<file path="src/rtl/ptw_ram.sv">
// Generic simple dual-port RAM with registered read.
`timescale 1ns / 1ps
module ptw_ram #(
   parameter int unsigned WIDTH = 8,
   parameter int unsigned DEPTH = 256
) (
   input  logic                     clock,
   input  logic                     we,
   input  logic [$clog2(DEPTH)-1:0] waddr,
   input  logic [WIDTH-1:0]         wdata,
   input  logic [$clog2(DEPTH)-1:0] raddr,
   output logic [WIDTH-1:0]         rdata
);
   logic [WIDTH-1:0] mem [DEPTH];
   logic [WIDTH-1:0] rdata_ff;

   always_ff @(posedge clock) begin
      if (we) begin
         mem[waddr] <= wdata;
      end
      rdata_ff <= mem[raddr];
   end

   assign rdata = rdata_ff;
endmodule

</file>
<file path="config.mk">
export PLATFORM = sky130hd
export DESIGN_NAME = ptw_ram
export DESIGN_NICKNAME = d
export VERILOG_FILES = /design/src/rtl/ptw_ram.sv
export SDC_FILE = /design/constraint.sdc
export NUM_CORES = 2
export LEC_CHECK = 0
export BUFFER_PORTS_ARGS = -buffer_cell sky130_fd_sc_hd__buf_2
export CAP_MARGIN = 5
export CORE_MARGIN = 2
export CORE_UTILIZATION = 30
export DETAILED_ROUTE_END_ITERATION = 7
export SLEW_MARGIN = 20
export SYNTH_ARGS = -nofsm -noshare
export SYNTH_HDL_FRONTEND = slang
export SYNTH_SLANG_ARGS = --single-unit
</file>
<file path="constraint.sdc">
create_clock -name clock -period 6.4 [get_ports clock]
set_input_delay 1.28 -clock clock [delete_from_list [all_inputs] [get_ports clock]]
set_output_delay 1.28 -clock clock [all_outputs]
set_load 0.02 [all_outputs]
</file>
Word level (Yosys, flattened, before mapping) --
Memories as Yosys holds them, arrays and structs flattened. A register that Yosys moved wholly into a read port is not among the register bits. Cells that the tools add are included.
Storage, ports and cells: bits in registers 0, latch bits 0, RAM bits 2048, ROM bits 0, bits of input ports 26, logic and storage cells 3, memories 1
Memories:
- mem | words 256, width 8, read ports 1, clocked after Yosys merged registers in 1, wr ports 1, RTL line 14 | logic [WIDTH-1:0] mem [DEPTH];
Operators by class: add/sub/neg operators 0, multipliers 0, div/mod/pow operators 0, order comparisons 0, equality and inequality tests 0, shifts and indexed selects 0, multiplexer cells 2, bitwise operators 0, reductions and logical operators 0
Operators with widths (count):
- 1-bit 2-to-1 mux | 2

Logic depth before layout (Yosys ltp) --
word-level depth 2, gate-level depth with buffers 11

Worst setup path after synthesis --
Ideal clock, no wire load.
kind in2reg, from in raddr[0], to reg rdata_ff[2] (netlist: rdata[2]) (read register of mem), setup time 131 ps, data arrival time 3087 ps, required time 6269 ps, slack 3182 ps, stages on the path 9, path through buf_6 -> buf_12 -> buf_8 -> buf_2 -> mux4_2 -> a22oi_1 -> a21oi_1 -> nor4_1 -> nor4_2
RTL lines:
- start, declared | RTL line 11 | input logic [$clog2(DEPTH)-1:0] raddr,
- end, declared | RTL line 15 | logic [WIDTH-1:0] rdata_ff;

==> impl_summary.md <==
Timing
The final number of max-transition violations is 0. After routing, the total negative slack on setup checks comes to 0 ns. For the pin with the worst max-slew slack, the measured transition is 1.111 ns. The count of endpoints failing setup in the final report is 0. The peak clock frequency supported by timing is 242.7 MHz. Dividing the final minimum period by the clock period gives 0.6438. Setup repair after global routing left no endpoint under its margin. The final hold violation count was 0. The worst slew slack as a fraction of its limit is 0.2567. The final setup skew is 0.04380 ns. For the finished layout, the period the worst path requires is 4.120 ns. Hold timing on the final database bottoms out at a slack of 0.8217 ns.

Global routing
The first global-routing pass estimated 289400 µm of wire. The via count of the first global-routing pass is 39230. The remaining global-route overflow is 0. The maximum number of pins on one net before global-route repair is 229. The number of antenna violations at the first check in global routing is 14. The combined global-route utilization of all metal layers is 0.1466.

Clock tree
The TritonCTS clock tree is built. For this design, the CTS-stage hold fixing added 0 buffers. The clock sink total is 2056. The maximum clock path buffer count is 3. Buffers added to address setup during post-CTS repair amount to 0.

The number of gates resized after CTS was 0. The worst-skew pair later-pin latency is 0.84 ns. The H-tree depth is 4.

The clock transition time at the flip-flop clock pins of the worst setup and hold paths is 0.06 ns. Counting the buffers created by CTS gives 203. CTS placed an instance of sky130_fd_sc_hd__clkbuf_16 at the clock tree root.

Synth
The Yosys warning count is 0. The xor/xnor share of the synthesized area is 0. The synthesized net count is 3759. Ranked by instance count, the synthesized netlist is headed by sky130_fd_sc_hd__edfxtp_1, sky130_fd_sc_hd__mux4_2, sky130_fd_sc_hd__nor2_1. The synthesis-stage register bit count is 2056.

After synthesis, the mean cell area works out to 21.31 µm². In the synthesized netlist, the number of instances is 3733. sky130_fd_sc_hd__edfxtp_1 takes more of the synthesized area than any other cell. Of the total synthesized cell area, the portion taken by AND, OR, NAND and NOR gates is 0.02628.

Counting flops with an async set or reset pin after synthesis yields a share of 0. After synthesis, the largest family of logic cells by area is multiplexers. By area the synthesized netlist is led by sky130_fd_sc_hd__edfxtp_1, sky130_fd_sc_hd__mux4_2, sky130_fd_sc_hd__mux2i_1, sky130_fd_sc_hd__nor2_1, sky130_fd_sc_hd__a22oi_1. The share of the Yosys chip area taken by registers is 0.7750.

The number of distinct library cells after synthesis is 55. The share of synthesized area in the top cell type comes to 0.7730. The multiplexer share of the synthesized area is 0.1462. Counting flops with a built-in enable in the synthesized netlist gives 2048.

In this run the cell area of the synthesized design comes to 79560 µm². By instance count, the leading cell after synthesis is sky130_fd_sc_hd__edfxtp_1. The complex-gate fraction of the synthesized area is 0.03419.

The area share of fa/ha/maj cells after synthesis is 0. Among all flip-flop cells after synthesis, the most frequent one is sky130_fd_sc_hd__edfxtp_1.

Power
Across the VDD grid, the largest voltage drop is 0.2907 mV. The power per cell area is 307.9 nW/µm². Summed over all cells, the static leakage comes to 27.23 nW.

Routing
The sum of routed wire length over all layers is 201000 µm. The routed via count is 38540. Using the TritonRoute via totals, the vias-per-cell ratio works out to 5.102. The number of iterations in the first detailed-routing pass is 6. In the routed design, unresolved DRC markers number 0.

The count of antenna-violating nets left after detailed routing is 0. In the final routed layout, each cell accounts on average for 26.60 µm. The number of DRC violations after detailed-routing iteration 0 is 4598.

Floorplan
The die extent in y is 519.0 µm. The row count is 189. The number of top-level design ports is 34. The initial core utilization is 0.3009. The die covers 269300 µm². The floorplan die width is 519.0 µm.

The core region is 264400 µm².

Finish
The fraction of layout instances using a drive strength above 1 is 0.2285. In the final design database the tool counted 3883 nets. After routing the design area is 90420 µm². For this run, the number of standard cells in the final layout without fillers is 7554. The relative area change from synthesis to final layout is 13.65%.

Setup path
The type of origin of the critical path is an input pin. Measured in cells, the most critical reg-to-reg path has a length of 6. The largest fanout of any net on the critical path is 22. The critical path is of the in2reg type. The worst setup path is captured at a flop. Data on the critical path arrives at its endpoint at 4.80 ns. Data on the critical path is required at its endpoint by 7.08 ns.

Min path
The type of the tightest min-delay check is in2reg. Along the worst hold path, the cell count comes to 1.

Run status
The flow ran to the end, and the final reports show no timing, DRC or antenna violations.

Placed design
The number of placed instances with taps included is 7184. Routability-driven placement finished with a final weighted congestion of 0.8371. The number of port buffers is 33. The HPWL after detailed placement is 121100 µm. The placed instances occupy a cell area of 83930 µm².

Run
Across the run, the number of max-cap violations was 0.
worst max-delay path, stage by stage:
cell and delay [ns]:
sky130_fd_sc_hd__buf_2 0.73, sky130_fd_sc_hd__nand2b_1 0.76, sky130_fd_sc_hd__a211oi_1 0.12, sky130_fd_sc_hd__a311oi_1 0.65, sky130_fd_sc_hd__o221ai_1 0.29, sky130_fd_sc_hd__a211oi_1 0.81
sky130_fd_sc_hd__nor4_1 0.09
through the flow:
step | worst slack, ns | power, mW | utilization
5_1_grt | 2.292 | 28.64 | 0.3420
3_3_place_gp | 1.215 | 16.50 | 0.3174
4_1_cts | 2.363 | 28.03 | 0.3418
6_report | 2.280 | 27.84 | 0.3420
3_5_place_dp | 1.474 | 16.52 | 0.3175
2_1_floorplan | 3.182 | 15.87 | -
worst paths after layout:
kind                                   from           to  slack, ns
worst max-delay path               raddr[4]     rdata[5]       2.28
worst min-delay path               wdata[3]  mem[176][3]       0.82
worst max register to register   mem[43][5]     rdata[5]       3.45
worst min register to register  mem[200][2]     rdata[2]       1.07
flip-flops by register name, summed over array words and instances (netlist names):
signal,flops
mem,2048
rdata,8
kinds of logic (layout without fill, tap and decap cells):
kind of cell,count (synthesis),count (layout)
buf+inv,235,520
simple gates,466,466
flops,2056,2056
mux,591,591
other cells,0,3
compound gates,385,385
placed cells by master (no fill, tap or decap), types with 6 or more instances in the layout:
cell type and instances:
sky130_fd_sc_hd__clkbuf_1 37, sky130_fd_sc_hd__a21oi_1 96, sky130_fd_sc_hd__nor4_2 7, sky130_fd_sc_hd__a22o_1 8, sky130_fd_sc_hd__nand2b_1 8, sky130_fd_sc_hd__nand2_1 32, sky130_fd_sc_hd__bufinv_16 16, sky130_fd_sc_hd__a211oi_1 15
sky130_fd_sc_hd__nor2b_1 28, sky130_fd_sc_hd__o22ai_1 28, sky130_fd_sc_hd__nand4_1 10, sky130_fd_sc_hd__clkinv_1 51, sky130_fd_sc_hd__edfxtp_1 2048, sky130_fd_sc_hd__o211ai_1 10, sky130_fd_sc_hd__clkbuf_16 204, sky130_fd_sc_hd__buf_12 13
sky130_fd_sc_hd__nor3_1 20, sky130_fd_sc_hd__mux2i_1 134, sky130_fd_sc_hd__and2_1 6, sky130_fd_sc_hd__o221ai_1 46, sky130_fd_sc_hd__a221oi_1 13, sky130_fd_sc_hd__nor2_1 274, sky130_fd_sc_hd__buf_8 9, sky130_fd_sc_hd__nand3_1 34
sky130_fd_sc_hd__buf_4 107, sky130_fd_sc_hd__mux4_2 454, sky130_fd_sc_hd__clkinv_2 39, sky130_fd_sc_hd__o21ai_0 10, sky130_fd_sc_hd__nor4_1 20, sky130_fd_sc_hd__dfxtp_1 8, sky130_fd_sc_hd__a22oi_1 133, sky130_fd_sc_hd__buf_2 21
where the power goes:
part           internal (mW)  switching [mW]
registers               14.8          0.0273
clock network           6.51            5.11
logic                  0.452           0.892
total                   21.8            6.03
layout make-up:
class | count | area, µm²
Timing Repair Buffer | 152 | 1345
Inverter | 2 | 7.507
Clock inverter | 125 | 1191
Clock buffer | 241 | 5244
Sequential cell | 2056 | 61660
Fill cell | 24690 | 174000
Tap cell | 3533 | 4420
Antenna cell | 3 | 7.507
Multi-Input combinational cell | 1442 | 16540
routing by layer:
layer,global-route usage,part of all wire,up-vias
met3,0.02634,0.072,320
met4,0.04335,0.027,2
li1,-,-,15960
met5,0,0.000045,-
met2,0.2384,0.49,1562
met1,0.2005,0.42,20710
Power figures use the tool's default switching activity.
